`src/design/mlt_pkg.sv`:
```
// Package for the multichannel loopback tester: sizes, codes and helper functions.
package mlt_pkg;

	localparam int CHANNELS    = 8;
	localparam int SAMPLE_BITS = 16;
	localparam int CH_W        = 3;
	localparam int CNT_W       = 14;
	localparam int CFG_AW      = 5;
	localparam int IN_DW       = 24;
	localparam int OUT_DW      = 16;

	localparam logic [CNT_W-1:0] CNT_MAX = {CNT_W{1'b1}};

	typedef logic [CNT_W-1:0]       cnt_t;
	typedef logic [SAMPLE_BITS-1:0] level_t;

	typedef enum logic [1:0] {
		PH_ON       = 2'd0,
		PH_TURN_OFF = 2'd1,
		PH_OFF      = 2'd2,
		PH_TURN_ON  = 2'd3
	} phase_t;

	typedef enum logic [2:0] {
		V_NONE     = 3'd0,
		V_ON_PASS  = 3'd1,
		V_ON_FAIL  = 3'd2,
		V_OFF_PASS = 3'd3,
		V_OFF_FAIL = 3'd4
	} verdict_t;

	typedef enum logic [2:0] {
		R_ON_HIGH   = 3'd0,
		R_ON_LOW    = 3'd1,
		R_OFF_HIGH  = 3'd2,
		R_OFF_LOW   = 3'd3,
		R_SIG_LEN   = 3'd4,
		R_TRANS_LEN = 3'd5,
		R_ON_MIN    = 3'd6,
		R_OFF_MAX   = 3'd7
	} reg_idx_t;

	localparam level_t RST_ON_HIGH   = 16'd43200;
	localparam level_t RST_ON_LOW    = 16'd14400;
	localparam level_t RST_OFF_HIGH  = 16'd31104;
	localparam level_t RST_OFF_LOW   = 16'd26667;
	localparam cnt_t   RST_SIG_LEN   = 14'd10000;
	localparam cnt_t   RST_TRANS_LEN = 14'd1000;
	localparam cnt_t   RST_ON_MIN    = 14'd500;
	localparam cnt_t   RST_OFF_MAX   = 14'd50;

	// Saturating count step.
	function automatic cnt_t sat_inc(input cnt_t v);
		return (v == CNT_MAX) ? CNT_MAX : v + cnt_t'(1);
	endfunction

	// Staggered start: 1250 samples per channel index, saturated.
	function automatic cnt_t start_count(input int idx);
		int s;
		s = 1250 * idx;
		return (s > int'(CNT_MAX)) ? CNT_MAX : cnt_t'(s);
	endfunction

	// Odd channels start measuring the tone, even ones the quiet level.
	function automatic phase_t start_phase(input int idx);
		return (idx % 2 == 1) ? PH_ON : PH_OFF;
	endfunction

endpackage

```
`src/design/multichannel_loopback_tester_core.sv`:
```
// Top level of the multichannel loopback tester: per-channel phase sequencer and grader.
//
//  channel   dir  handshake           payload
//  s_*       in   s_tvalid/s_tready   s_tdata: channel, sample
//  m_*       out  m_tvalid/m_tready   m_tdata: channel_echo, drive_tone, verdict, flags
//  apb       in   psel/penable/pready eight threshold, length and count registers
//
// One item a cycle sustained while the output is not stalled; each item passes the input
// stage and then waits in the output register, which drives m_tvalid.
// The per-channel state lives in flip-flops and is read and written in the same cycle
// as the item's result loads, so back-to-back items on one channel need no forwarding.
// Reset is asynchronous and puts every channel at its staggered start; no clearing pass.
// A stalled output holds its item; the input stage still takes one more item behind it.
module multichannel_loopback_tester_core (
	input  logic                      clk,
	input  logic                      arst_n,
	// slave stream
	input  logic                      s_tvalid,
	output logic                      s_tready,
	input  logic [mlt_pkg::IN_DW-1:0] s_tdata,   // [2:0] channel, [18:3] sample
	// master stream
	output logic                      m_tvalid,
	input  logic                      m_tready,
	output logic [mlt_pkg::OUT_DW-1:0] m_tdata,  // [2:0] channel_echo, [3] drive_tone,
	                                             // [6:4] verdict, [7] ok_on_flag,
	                                             // [8] ok_off_flag, [9] all_passed
	// configuration
	input  logic                      psel,
	input  logic                      penable,
	input  logic                      pwrite,
	input  logic [mlt_pkg::CFG_AW-1:0] paddr,
	input  logic [31:0]               pwdata,
	output logic [31:0]               prdata,
	output logic                      pready
);
	import mlt_pkg::*;

	localparam logic [CH_W:0] CH_LIMIT = (CH_W+1)'(CHANNELS);

	// configuration registers
	level_t on_high_q, on_low_q, off_high_q, off_low_q;
	cnt_t   sig_len_q, trans_len_q, on_min_q, off_max_q;

	// per-channel state
	phase_t phase_q    [CHANNELS];
	cnt_t   samples_q  [CHANNELS];
	cnt_t   high_q     [CHANNELS];
	cnt_t   low_q      [CHANNELS];
	logic   pass_on_q  [CHANNELS];
	logic   pass_off_q [CHANNELS];

	// input stage
	logic              valid_s1;
	logic [CH_W-1:0]   ch_s1;
	level_t            smp_s1;

	// output register
	logic              m_valid_q;
	logic [OUT_DW-1:0] m_data_q;
	logic [OUT_DW-1:0] out_word;

	logic     advance;
	logic     ch_ok;
	phase_t   ph_cur, ph_nxt;
	cnt_t     cnt_inc, high_inc, low_inc;
	level_t   thr_high, thr_low;
	cnt_t     len_sel;
	logic     is_signal, done;
	logic     on_ok, off_ok;
	logic     pass_on_nxt, pass_off_nxt;
	verdict_t verdict;
	logic     drive;
	logic     all_ok;
	reg_idx_t wr_idx, rd_idx;
	logic     cfg_wr;

	// ---------------------------------------------------------------- config port
	assign pready = 1'b1;
	assign cfg_wr = psel & penable & pwrite & pready;
	assign wr_idx = reg_idx_t'(paddr[4:2]);
	assign rd_idx = reg_idx_t'(paddr[4:2]);

	always_ff @(posedge clk or negedge arst_n) begin
		if (!arst_n) begin
			on_high_q   <= RST_ON_HIGH;
			on_low_q    <= RST_ON_LOW;
			off_high_q  <= RST_OFF_HIGH;
			off_low_q   <= RST_OFF_LOW;
			sig_len_q   <= RST_SIG_LEN;
			trans_len_q <= RST_TRANS_LEN;
			on_min_q    <= RST_ON_MIN;
			off_max_q   <= RST_OFF_MAX;
		end else if (cfg_wr) begin
			unique case (wr_idx)
				R_ON_HIGH:   on_high_q   <= pwdata[SAMPLE_BITS-1:0];
				R_ON_LOW:    on_low_q    <= pwdata[SAMPLE_BITS-1:0];
				R_OFF_HIGH:  off_high_q  <= pwdata[SAMPLE_BITS-1:0];
				R_OFF_LOW:   off_low_q   <= pwdata[SAMPLE_BITS-1:0];
				R_SIG_LEN:   sig_len_q   <= pwdata[CNT_W-1:0];
				R_TRANS_LEN: trans_len_q <= pwdata[CNT_W-1:0];
				R_ON_MIN:    on_min_q    <= pwdata[CNT_W-1:0];
				R_OFF_MAX:   off_max_q   <= pwdata[CNT_W-1:0];
				default: ;
			endcase
		end
	end

	always_comb begin
		prdata = '0;
		unique case (rd_idx)
			R_ON_HIGH:   prdata = 32'(on_high_q);
			R_ON_LOW:    prdata = 32'(on_low_q);
			R_OFF_HIGH:  prdata = 32'(off_high_q);
			R_OFF_LOW:   prdata = 32'(off_low_q);
			R_SIG_LEN:   prdata = 32'(sig_len_q);
			R_TRANS_LEN: prdata = 32'(trans_len_q);
			R_ON_MIN:    prdata = 32'(on_min_q);
			R_OFF_MAX:   prdata = 32'(off_max_q);
			default:     prdata = '0;
		endcase
	end

	// ---------------------------------------------------------------- handshakes
	// Advance the input stage whenever the output register is empty or draining.
	assign advance  = valid_s1 & (~m_valid_q | m_tready);
	assign s_tready = ~valid_s1 | advance;
	assign m_tvalid = m_valid_q;
	assign m_tdata  = m_data_q;

	always_ff @(posedge clk or negedge arst_n) begin
		if (!arst_n) begin
			valid_s1  <= 1'b0;
			m_valid_q <= 1'b0;
		end else begin
			if (s_tready) valid_s1 <= s_tvalid;
			m_valid_q <= advance | (m_valid_q & ~m_tready);
		end
	end

	// Payload registers: no reset.
	always_ff @(posedge clk) begin
		if (s_tvalid && s_tready) begin
			ch_s1  <= s_tdata[CH_W-1:0];
			smp_s1 <= s_tdata[CH_W +: SAMPLE_BITS];
		end
	end

	// ---------------------------------------------------------------- channel update
	assign ch_ok = {1'b0, ch_s1} < CH_LIMIT;

	always_comb begin
		ph_cur    = phase_q[ch_s1];
		cnt_inc   = sat_inc(samples_q[ch_s1]);
		is_signal = (ph_cur == PH_ON) || (ph_cur == PH_OFF);
		thr_high  = (ph_cur == PH_ON) ? on_high_q : off_high_q;
		thr_low   = (ph_cur == PH_ON) ? on_low_q  : off_low_q;
		len_sel   = is_signal ? sig_len_q : trans_len_q;

		// Count excursions only in the measuring phases.
		high_inc = (is_signal && smp_s1 > thr_high) ? sat_inc(high_q[ch_s1]) : high_q[ch_s1];
		low_inc  = (is_signal && smp_s1 < thr_low)  ? sat_inc(low_q[ch_s1])  : low_q[ch_s1];

		// A length of zero ends the phase on its first sample, as cnt_inc >= 1.
		done   = cnt_inc >= len_sel;
		on_ok  = (high_inc >= on_min_q) && (low_inc >= on_min_q);
		off_ok = (high_inc <= off_max_q) && (low_inc <= off_max_q);

		pass_on_nxt  = pass_on_q[ch_s1];
		pass_off_nxt = pass_off_q[ch_s1];
		verdict      = V_NONE;
		drive        = 1'b0;
		ph_nxt       = ph_cur;

		case (ph_cur)
			PH_ON: begin
				drive  = 1'b1;
				ph_nxt = PH_TURN_OFF;
				if (done) begin
					pass_on_nxt = on_ok;
					verdict     = on_ok ? V_ON_PASS : V_ON_FAIL;
				end
			end
			PH_OFF: begin
				drive  = 1'b0;
				ph_nxt = PH_TURN_ON;
				if (done) begin
					pass_off_nxt = off_ok;
					verdict      = off_ok ? V_OFF_PASS : V_OFF_FAIL;
				end
			end
			PH_TURN_OFF: begin
				drive  = 1'b0;
				ph_nxt = PH_OFF;
			end
			default: begin
				drive  = 1'b1;
				ph_nxt = PH_ON;
			end
		endcase

		// Every channel passing, with this item's flags folded in.
		all_ok = 1'b1;
		for (int i = 0; i < CHANNELS; i++) begin
			if (ch_ok && CH_W'(i) == ch_s1)
				all_ok = all_ok & pass_on_nxt & pass_off_nxt;
			else
				all_ok = all_ok & pass_on_q[i] & pass_off_q[i];
		end
	end

	always_ff @(posedge clk or negedge arst_n) begin
		if (!arst_n) begin
			for (int i = 0; i < CHANNELS; i++) begin
				phase_q[i]    <= start_phase(i);
				samples_q[i]  <= start_count(i);
				high_q[i]     <= '0;
				low_q[i]      <= '0;
				pass_on_q[i]  <= 1'b0;
				pass_off_q[i] <= 1'b0;
			end
		end else if (advance && ch_ok) begin
			pass_on_q[ch_s1]  <= pass_on_nxt;
			pass_off_q[ch_s1] <= pass_off_nxt;
			if (done) begin
				phase_q[ch_s1]   <= ph_nxt;
				samples_q[ch_s1] <= '0;
				high_q[ch_s1]    <= '0;
				low_q[ch_s1]     <= '0;
			end else begin
				samples_q[ch_s1] <= cnt_inc;
				high_q[ch_s1]    <= high_inc;
				low_q[ch_s1]     <= low_inc;
			end
		end
	end

	// Result word: unknown channels report nothing but the channel echo and the global flag.
	always_comb begin
		out_word = '0;
		out_word[CH_W-1:0] = ch_s1;
		out_word[9]        = all_ok;
		if (ch_ok) begin
			out_word[3]   = drive;
			out_word[6:4] = verdict;
			out_word[7]   = pass_on_nxt;
			out_word[8]   = pass_off_nxt;
		end
	end

	always_ff @(posedge clk) begin
		if (advance)
			m_data_q <= out_word;
	end

	// ---------------------------------------------------------------- checks
	function automatic logic ch_ok_out(input logic [CH_W-1:0] c);
		return {1'b0, c} < CH_LIMIT;
	endfunction

	a_all_implies_own: assert property (@(posedge clk) disable iff (!arst_n)
		m_valid_q && m_data_q[9] && ch_ok_out(m_data_q[CH_W-1:0]) |-> m_data_q[7] && m_data_q[8])
		else $error("all_passed set while own flags clear");

	a_on_verdict_flag: assert property (@(posedge clk) disable iff (!arst_n)
		m_valid_q && (m_data_q[6:4] == V_ON_PASS || m_data_q[6:4] == V_ON_FAIL)
		|-> m_data_q[7] == (m_data_q[6:4] == V_ON_PASS) && m_data_q[3])
		else $error("on verdict disagrees with flag or drive");

	a_off_verdict_flag: assert property (@(posedge clk) disable iff (!arst_n)
		m_valid_q && (m_data_q[6:4] == V_OFF_PASS || m_data_q[6:4] == V_OFF_FAIL)
		|-> m_data_q[8] == (m_data_q[6:4] == V_OFF_PASS) && !m_data_q[3])
		else $error("off verdict disagrees with flag or drive");

	a_advance_loads: assert property (@(posedge clk) disable iff (!arst_n)
		advance |=> m_valid_q)
		else $error("advanced item lost before output register");

endmodule

```
`config.mk`:
```
export PLATFORM = sky130hd
export DESIGN_NAME = multichannel_loopback_tester_core
export DESIGN_NICKNAME = d
export VERILOG_FILES = /design/src/design/mlt_pkg.sv /design/src/design/multichannel_loopback_tester_core.sv
export SDC_FILE = /design/constraint.sdc
export NUM_CORES = 1
export LEC_CHECK = 0
export BUFFER_PORTS_ARGS = -buffer_cell sky130_fd_sc_hd__buf_2
export CAP_MARGIN = 40
export CORE_ASPECT_RATIO = 2
export CORE_MARGIN = 10
export CORE_UTILIZATION = 45
export DETAILED_ROUTE_END_ITERATION = 16
export PLACE_DENSITY = 0.64
export REMOVE_ABC_BUFFERS = 1
export SETUP_SLACK_MARGIN = 0.15
export SYNTH_ARGS = -nofsm -noshare
export SYNTH_HDL_FRONTEND = slang
export SYNTH_SLANG_ARGS = --single-unit
export TNS_END_PERCENT = 50
```
`constraint.sdc`:
```
create_clock -name clk -period 12.6 [get_ports clk]
set_input_delay 3.78 -clock clk [delete_from_list [all_inputs] [get_ports clk]]
set_output_delay 3.78 -clock clk [all_outputs]
set_load 0.01 [all_outputs]
```
## After elaboration in Yosys (flattened, before gate mapping)

Cells that the tools add are included.
Widths: inputs -> output; s select.

- Multipliers: 0
- $add $sub $neg: 3
- Div/mod/pow operators: 0
- Order comparisons: 9
- Bitwise gates (word level): 45
- Muxes and demuxes: 61
- Shifts and indexed selects: 0
- Equality and inequality tests: 19
- Reductions and logical operators: 20

Operators with widths:

| cell | number |
|---|---|
| $and 112x112->112 | 3 |
| $bwmux 112 | 3 |
| $mux 112 | 3 |
| $pmux 32 s8 | 1 |
| $mux 14 | 13 |
| $bmux 14 s3 | 3 |
| $not 112->112 | 1 |
| $add 14x1->14 const B | 3 |
| $demux 14 s3 | 1 |
| $eq 14x14->1 const B | 3 |
| $ge 14x14->1 | 3 |
| $and 1x1->1 | 34 |
| $mux 16 | 2 |
| $le 14x14->1 | 2 |
| $mux 1 | 18 |
| $reduce_and 2->1 | 9 |
| $bwmux 16 | 1 |
| $bwmux 8 | 2 |
| $gt 16x16->1 | 1 |
| $lt 16x16->1 | 1 |
| $eq 3x3->1 const A | 4 |
| $eq 3x3->1 const B | 4 |
| $mux 2 | 5 |
| $bmux 1 s3 | 2 |
| other kinds (22) | 35 |

- Memories: 0
- Memory bits (writable): 0
- Bits of input ports: 68
- Output and inout port bits: 51
- ROM bits: 0
- Register bits: 519
- Word-level logic and storage cells: 218
- Bits in latches: 0

## Depth between registers and ports, before layout

Gate-level depths: netlist of run 1.

- Word-level depth: 36
- Mapped depth: 32

## Worst setup path before layout of run 1

No wires, ideal clock.

- Path kind: input to output
- Start: in paddr[2] in the netlist's numbering
- End: out prdata[10]
- Cell stages on the path: 4
- Data required time: 8.820 ns
- Path buffers: 2
- Setup slack: 3.264 ns
- Arrival: 5.556 ns
- Cells stage by stage: clkbuf_1 -> buf_1 -> mux4_2 -> mux2_2

- Cells in the longest elaborated chain, start to end: 2
- Elaborated cells between the ends (all ways): 9
- Classes of those cells: eq/ne: 7; mux: 1; reduce/logical: 1

Ends and longest elaborated chain:

| element | line | source |
|---|---|---|
| start: declaration | multichannel_loopback_tester_core.sv:31 | `input logic [mlt_pkg::CFG_AW-1:0] paddr,` |
| $eq 3x3->1 (tied with other cells) | multichannel_loopback_tester_core.sv:110 | `unique case (rd_idx)` |
| $pmux 32 s8 * | multichannel_loopback_tester_core.sv:110 |  |
| end: declaration | multichannel_loopback_tester_core.sv:33 | `output logic [31:0] prdata,` |

Every way passes the cells marked *; elsewhere a longest branch is shown, timed or not. The select of a mux whose other input is x is not followed.

## Worst setup path in the final report of run 1

- Start: in paddr[3] in the netlist's numbering
- End: out prdata[0]

The elaborated chain is that of the path after synthesis.

==> results of run 1 <==
[cell usage after synthesis, drive strengths merged, types with 57 or more instances]
| master | n | area, sq um |
|---|---|---|
| a22o | 76 | 666 |
| o21ai | 231 | 1160 |
| nor2 | 74 | 278 |
| clkbuf | 89 | 334 |
| mux2i | 99 | 991 |
| dfrtp | 403 | 10100 |
| inv | 57 | 214 |
| ha | 106 | 1330 |
| buf | 72 | 494 |
| nand2 | 361 | 1360 |
| mux2 | 216 | 2430 |
| mux4 | 70 | 1580 |
| dfstp | 87 | 2290 |
[final cells by class]
class                           instances  area (sq um)  area share
Inverter                               57           214     0.00716
Tap cell                              774           968      0.0324
Sequential cell                       519         13200       0.443
Clock inverter                         23           236     0.00791
Timing Repair Buffer                  134           895      0.0299
Multi-Input combinational cell       1671         13000       0.433
Clock buffer                           63          1380      0.0462
[critical path, delay by kind of cell]
family                 cells  cell delay, ps
buffers and inverters      3             700
AO/OA/AOI/OAI              3             600
AND/OR/NAND/NOR            1             670
[state kept, by name (all words and copies together) (netlist names)]
signal / cells
off_low_q: 16
on_high_q: 16
m_tvalid: 1
off_max_q: 14
pass_on_q: 8
high_q: 112
m_tdata: 10
on_low_q: 16
phase_q: 16
trans_len_q: 14
samples_q: 112
pass_off_q: 8
smp_s1: 16
off_high_q: 16
on_min_q: 14
ch_s1: 3
low_q: 112
sig_len_q: 14
valid_s1: 1
[routing by layer]
layer | vias to the layer above | share of wire
met1 | 10100 | 0.34
met3 | 301 | 0.054
met4 | 0 | 0.086
li1 | 8775 | -
met2 | 760 | 0.52
met5 | - | 0
[cell families (layout without fill, tap and decap cells)]
| logic type | count (synthesis) | after routing |
|---|---|---|
| buf+inv | 218 | 277 |
| fa+ha+maj | 106 | 106 |
| compound gates | 545 | 545 |
| simple gates | 595 | 595 |
| flops | 519 | 519 |
| xor+xnor | 17 | 17 |
| mux | 385 | 385 |
| other cells | 2 | 23 |
[cell usage in the layout (no fill, tap or decap), drive strengths merged, types with 26 or more instances in the layout]
master and count:
a21oi 54, mux2 216, clkbuf 63, edfxtp 29, buf 134, mux2i 99
dfstp 87, ha 106, dfrtp 403, a22o 76, nor2 74, mux4 70
o21ai 231, nand3 30, inv 59, nand2 361, o22ai 26
[final timing paths]
path | startpoint | end | slack [ps] | cells after the start
max | paddr[3] | prdata[0] | 3040 | 7
min | samples_q[17] | samples_q[17] | 470 | 2
min reg2reg | samples_q[17] | samples_q[17] | 470 | 2
max reg2reg | ch_s1[0] | m_tdata[9] | 3610 | 23
max in group asynchronous | arst_n | low_q[93] | 6950 | 3
min in group asynchronous | arst_n | low_q[30] | 3320 | 1
[power by group through the flow]
stage | Clock, mW | Sequential, mW | Combinational [mW]
after floorplan | 0 | 2.37 | 1.35
after global placement | 0 | 2.40 | 1.91
after detailed placement | 0 | 2.44 | 1.99
after CTS | 1.55 | 2.41 | 2.00
after global routing | 1.61 | 2.47 | 2.18
final | 1.52 | 2.42 | 1.99
[through the flow]
stage	instance area (sq um)	instances	util	hold WS [ps]
6_report	29900	3241	0.500	467
5_1_grt	29900	3241	0.500	493
4_1_cts	29900	3241	0.500	469
3_5_place_dp	28300	3155	0.473	457
3_3_place_gp	28100	3141	0.471	448
2_1_floorplan	26300	2247	-	437
==> results_dict.tcl, run 1 <==
set metrics [dict create \
    p_seq_frac 0.407 \
    ys_ff_latch 519 \
    synth_xor_area_frac 0.00550 \
    required_ps 8820 \
    finalSetupViolCount 0 \
    cpMostUsedCell "buf_2" \
    status "completed" \
    track_usage 0.233 \
    drive_above_1_share 0.258 \
    synth_simple_gate_area_frac 0.0989 \
    nets 2603 \
    clk_latency_ps 600 \
    critPathKind "in2out" \
    synth_cells 2387 \
    p_switching_mw 2.09 \
    synth_compound_area_frac 0.134 \
    via_count 19900 \
    initialDrtViolationCount 1613 \
    vdd_ir_drop_max_uv 111 \
    dr.pass1.iters 7 \
    antenna_found_initial 0 \
    grt_pass1_vias 21100 \
    ctsResizeCount 0 \
    switching_share 0.352 \
    cts.reportedPaths.clkPinSlew_ps 70 \
    worst_pin_slew_ps 1080 \
    ys.flop_type "dfrtp_1" \
    synth_top_family_by_area "multiplexers" \
    global_route.usage.met3 0.0353 \
    vias_per_cell 6.14 \
    async_reset_ff_frac 0.944 \
    numCtsBuffers 46 \
    finalCriticalPeriod_ps 9560 \
    fmax_mhz 105 \
    tritoncts "done" \
    synthDistinctLibCells 92 \
    leakagePower_nw 13.4 \
    die_h_um 367 \
    p_int_mw 3.84 \
    cp-end-kind "primary output" \
    critPathLaunchType "input pin" \
    final_hold_viol_count 0 \
    tns_ps 0 \
    gp_congestion 0.914 \
    comb_power_share 0.336 \
    grt-busiest-layer "met2" \
    syn2layout_area_growth_pct 10.4 \
    wl_mm 84.8 \
    wl_per_cell_um 26.2 \
    power_density_mw_per_mm2 199 \
    p_total_mw 5.93 \
    yosysWarningCount 0 \
    start_util 0.453 \
    max_slew_margin 0.281 \
    synth-adder-area-share 0.0490 \
    grt_first_pass_wirelength_mm 129 \
    synth.mux.area_fraction 0.185 \
    arrival_ps 5780 \
    rows 127 \
    io_pins 119 \
    use_met1 0.235 \
    period_share 0.758 \
    fin_skew_ps 23.8 \
    grt-ovfl-total 0 \
    drc_errors 0 \
    hpwlAfterDp_mm 60.1 \
    fp.dieW_um 193 \
    antennaDiodeCount 0 \
    worst_slack_ps 3040 \
    critPathSlowestCell "nor2b_1" \
    max_stage_delay_ps 670 \
    clock_path_buffers 3 \
    crit_path_max_fanout 42 \
    fillers 5333 \
    cts_setup_buffers 0 \
    pre_cts_ws_ps 3050 \
    cts_hold_buf 0 \
    hold_path.class "reg2reg" \
    die-area_sq_mm 0.0710 \
    rsz0062_at_grt "false" \
    ant_nets 0 \
    seq_area_frac_synth 0.489 \
    pwr-share-clk 0.257 \
    cts.sinks 519 \
    clock-root-buffer "clkbuf_16" \
    drv_cap 0 \
    synth_edf_count 29 \
    cp_cell_sequence "buf_2, buf_4, nor2b_1, a32o_1, o32ai_1, o21ai_0, buf_2" \
    port_buffers 72 \
    netlist_area_sq_mm 0.0271 \
    core-area_sq_mm 0.0597 \
    met2_usage 0.424 \
    syn_avg_cell_area_sq_um 11.3 \
    final_max_slew_viol_count 0 \
    cts_max_level 2 \
    grt_start_max_net_pins 178 \
]
Power figures use the tool's default switching activity.
==> run 2: changes to the inputs <==
--- a/config.mk
+++ b/config.mk
@@ -11,7 +11,7 @@
 export CORE_MARGIN = 10
 export CORE_UTILIZATION = 45
 export DETAILED_ROUTE_END_ITERATION = 16
-export PLACE_DENSITY = 0.64
+export PLACE_DENSITY = 0.67
 export REMOVE_ABC_BUFFERS = 1
 export SETUP_SLACK_MARGIN = 0.15
 export SYNTH_ARGS = -nofsm -noshare
==> constraint.sdc (replaced) <==
create_clock -name clk -period 8.3 [get_ports clk]
set_input_delay 2.49 -clock clk [delete_from_list [all_inputs] [get_ports clk]]
set_output_delay 2.49 -clock clk [all_outputs]
set_load 0.01 [all_outputs]
==> run 2 against run 1 <==
Net effect:
- routed wire length up 0.76%
- die area is the same
- via count grew 1.5%
- worst setup slack worse by 2600 ps
- combinational power up 58%
- cell count increased by 0.80%
- register-to-register slack worse by 3200 ps
- non-clock buffer count up 27
- total power is 53% higher
- largest power group unchanged
==> results_dict.tcl, run 2 (synthesis gave the netlist of run 1 again) <==
set metrics [dict create \
    worst-path-buf-inv 4 \
    syn2layout_area_growth_pct 11.0 \
    p_seq_frac 0.406 \
    clk_latency_ps 600 \
    met2_usage 0.423 \
    tns_ps 0 \
    initialDrtViolationCount 1456 \
    worst_pin_slew_ps 907 \
    grt_start_max_net_pins 131 \
    wl_per_cell_um 26.2 \
    ff2ff_setup_slack_ps 400 \
    r2r-start "ch_s1[0]" \
    wl_mm 85.4 \
    critPathLaunch "ch_s1[0]" \
    critPathLaunchType "flop" \
    hpwlAfterDp_mm 61.2 \
    die-area_sq_mm 0.0710 \
    nets 2630 \
    final_hold_viol_count 0 \
    antennaDiodeCount 0 \
    max_stage_delay_ps 790 \
    fp.dieW_um 193 \
    start_util 0.453 \
    tritoncts "done" \
    rsz0062_at_grt "false" \
    final_cell_mix "403 x dfrtp_1, 359 x nand2_1, 224 x o21ai_0" \
    clock-root-buffer "clkbuf_16" \
    via_count 20200 \
    critPathKind "reg2reg" \
    power_density_mw_per_mm2 301 \
    rr_worst_depth 22 \
    grt_first_pass_wirelength_mm 129 \
    numCtsBuffers 46 \
    layout_commonest_cell "dfrtp_1" \
    p_int_mw 5.85 \
    status "completed" \
    cpLargestDelayFamily "compound AO/OA/AOI/OAI gates" \
    grt_pass1_vias 21300 \
    grt-ovfl-total 0 \
    vdd_ir_drop_max_uv 181 \
    ant_nets 0 \
    clock_path_buffers 3 \
    core-area_sq_mm 0.0597 \
    arrival_ps 8240 \
    max_slew_margin 0.378 \
    cts_hold_buf 0 \
    dpl.cell_count 3180 \
    drive_above_1_share 0.264 \
    track_usage 0.236 \
    period_share 0.952 \
    required_ps 8650 \
    use_met1 0.237 \
    global_route.usage.met3 0.0265 \
    cts_max_level 2 \
    p_total_mw 9.05 \
    drv_cap 0 \
    dr.pass1.iters 6 \
    finalSetupViolCount 0 \
    die_h_um 367 \
    antenna_found_initial 1 \
    cp_cell_sequence "mux4_2, mux2i_1, ha_2, buf_4, mux2i_1, ha_1, o21ai_0, o21ai_0, a2111o_1, nor4b_4, nand2_2, and2_1, ha_1, inv_1, a21boi_0, o21ai_0, a21oi_1, o41ai_1, a22oi_1, o21ai_1, buf_4, inv_1" \
    cts_setup_buffers 0 \
    leakagePower_nw 13.6 \
    cpMostUsedCell "o21ai_0" \
    crit_path_max_fanout 15 \
    cts.sinks 519 \
    finalCriticalPeriod_ps 7900 \
    vias_per_cell 6.18 \
    holdPathStages 2 \
    fin_cells 3267 \
    fin_skew_ps 31.6 \
    hold_path.class "reg2reg" \
    drc_errors 0 \
    cp-end-kind "flop" \
    gp_congestion 0.976 \
    final_max_slew_viol_count 0 \
    r2r-end "m_tdata[7]" \
    worstHoldStart "samples_q[3]" \
    pre_cts_ws_ps 529 \
    comb_power_share 0.348 \
    port_buffers 72 \
    critPathSlowestCell "edfxtp_1" \
    fmax_mhz 127 \
    rows 127 \
    pwr-share-clk 0.246 \
    ctsResizeCount 0 \
    top_regs "high_q x112, low_q x112, samples_q x112" \
    io_pins 119 \
    worst_slack_ps 402 \
    worst_hold_path.endpoint "samples_q[3]" \
    cts.reportedPaths.clkPinSlew_ps 70 \
    grt-busiest-layer "met2" \
    switching_share 0.353 \
    p_switching_mw 3.20 \
]
==> run 2: cell count changes in the layout (fill, tap and decap cells not counted), sizes merged <==
cell      delta
buf         +27
clkinv       -4
clkbuf       +3
bufinv       +1
clkinvlp     -1
==> run 2: per-stage QoR <==
step	utilization	hold WS (ps)	cell area, sq um
6_report	0.503	458	30100
5_1_grt	0.503	478	30100
4_1_cts	0.503	459	30000
3_5_place_dp	0.477	447	28500
3_3_place_gp	0.475	444	28400
2_1_floorplan	-	437	26300
==> run 2: layer usage <==
layer	share of wire	vias to the layer above
met2	0.52	896
met4	0.10	0
met5	0	-
met1	0.33	10200
met3	0.054	305
li1	-	8841
==> run 2: worst max path at each step <==
stage | slack (ps) | to | depth (start not counted)
2_1_floorplan | -1620 | m_tdata[9] | 20
3_3_place_gp | 550 | m_tdata[7] | 22
3_5_place_dp | 530 | m_tdata[7] | 23
4_1_cts | 500 | m_tdata[7] | 22
5_1_grt | 210 | m_tdata[9] | 22
6_report | 400 | m_tdata[7] | 22
==> run 2: worst reg2reg max path: cells and delay by family (launching register included) <==
family	cells	cell delay (ps)
flops	1	790
fa+ha+maj	3	1160
mux	3	1140
buf+inv	4	680
simple gates	3	1170
compound gates	9	2720
==> run 2: layout make-up <==
class | count | area, sq um
clock buffer | 66 | 1290
sequential | 519 | 13200
multi-input combinational | 1671 | 13000
clock inverter | 19 | 240
tap | 774 | 968
timing repair buffer | 161 | 1160
inverter | 57 | 214
fill | 5278 | 29700
==> run 2: power by group through the flow <==
stage / sequential, mW / clock (mW) / combinational (mW)
floorplan: 3.60 / 0 / 2.04
global placement: 3.65 / 0 / 3.02
detailed placement: 3.71 / 0 / 3.11
CTS: 3.66 / 2.27 / 3.13
global route: 3.75 / 2.36 / 3.41
finish: 3.68 / 2.23 / 3.15
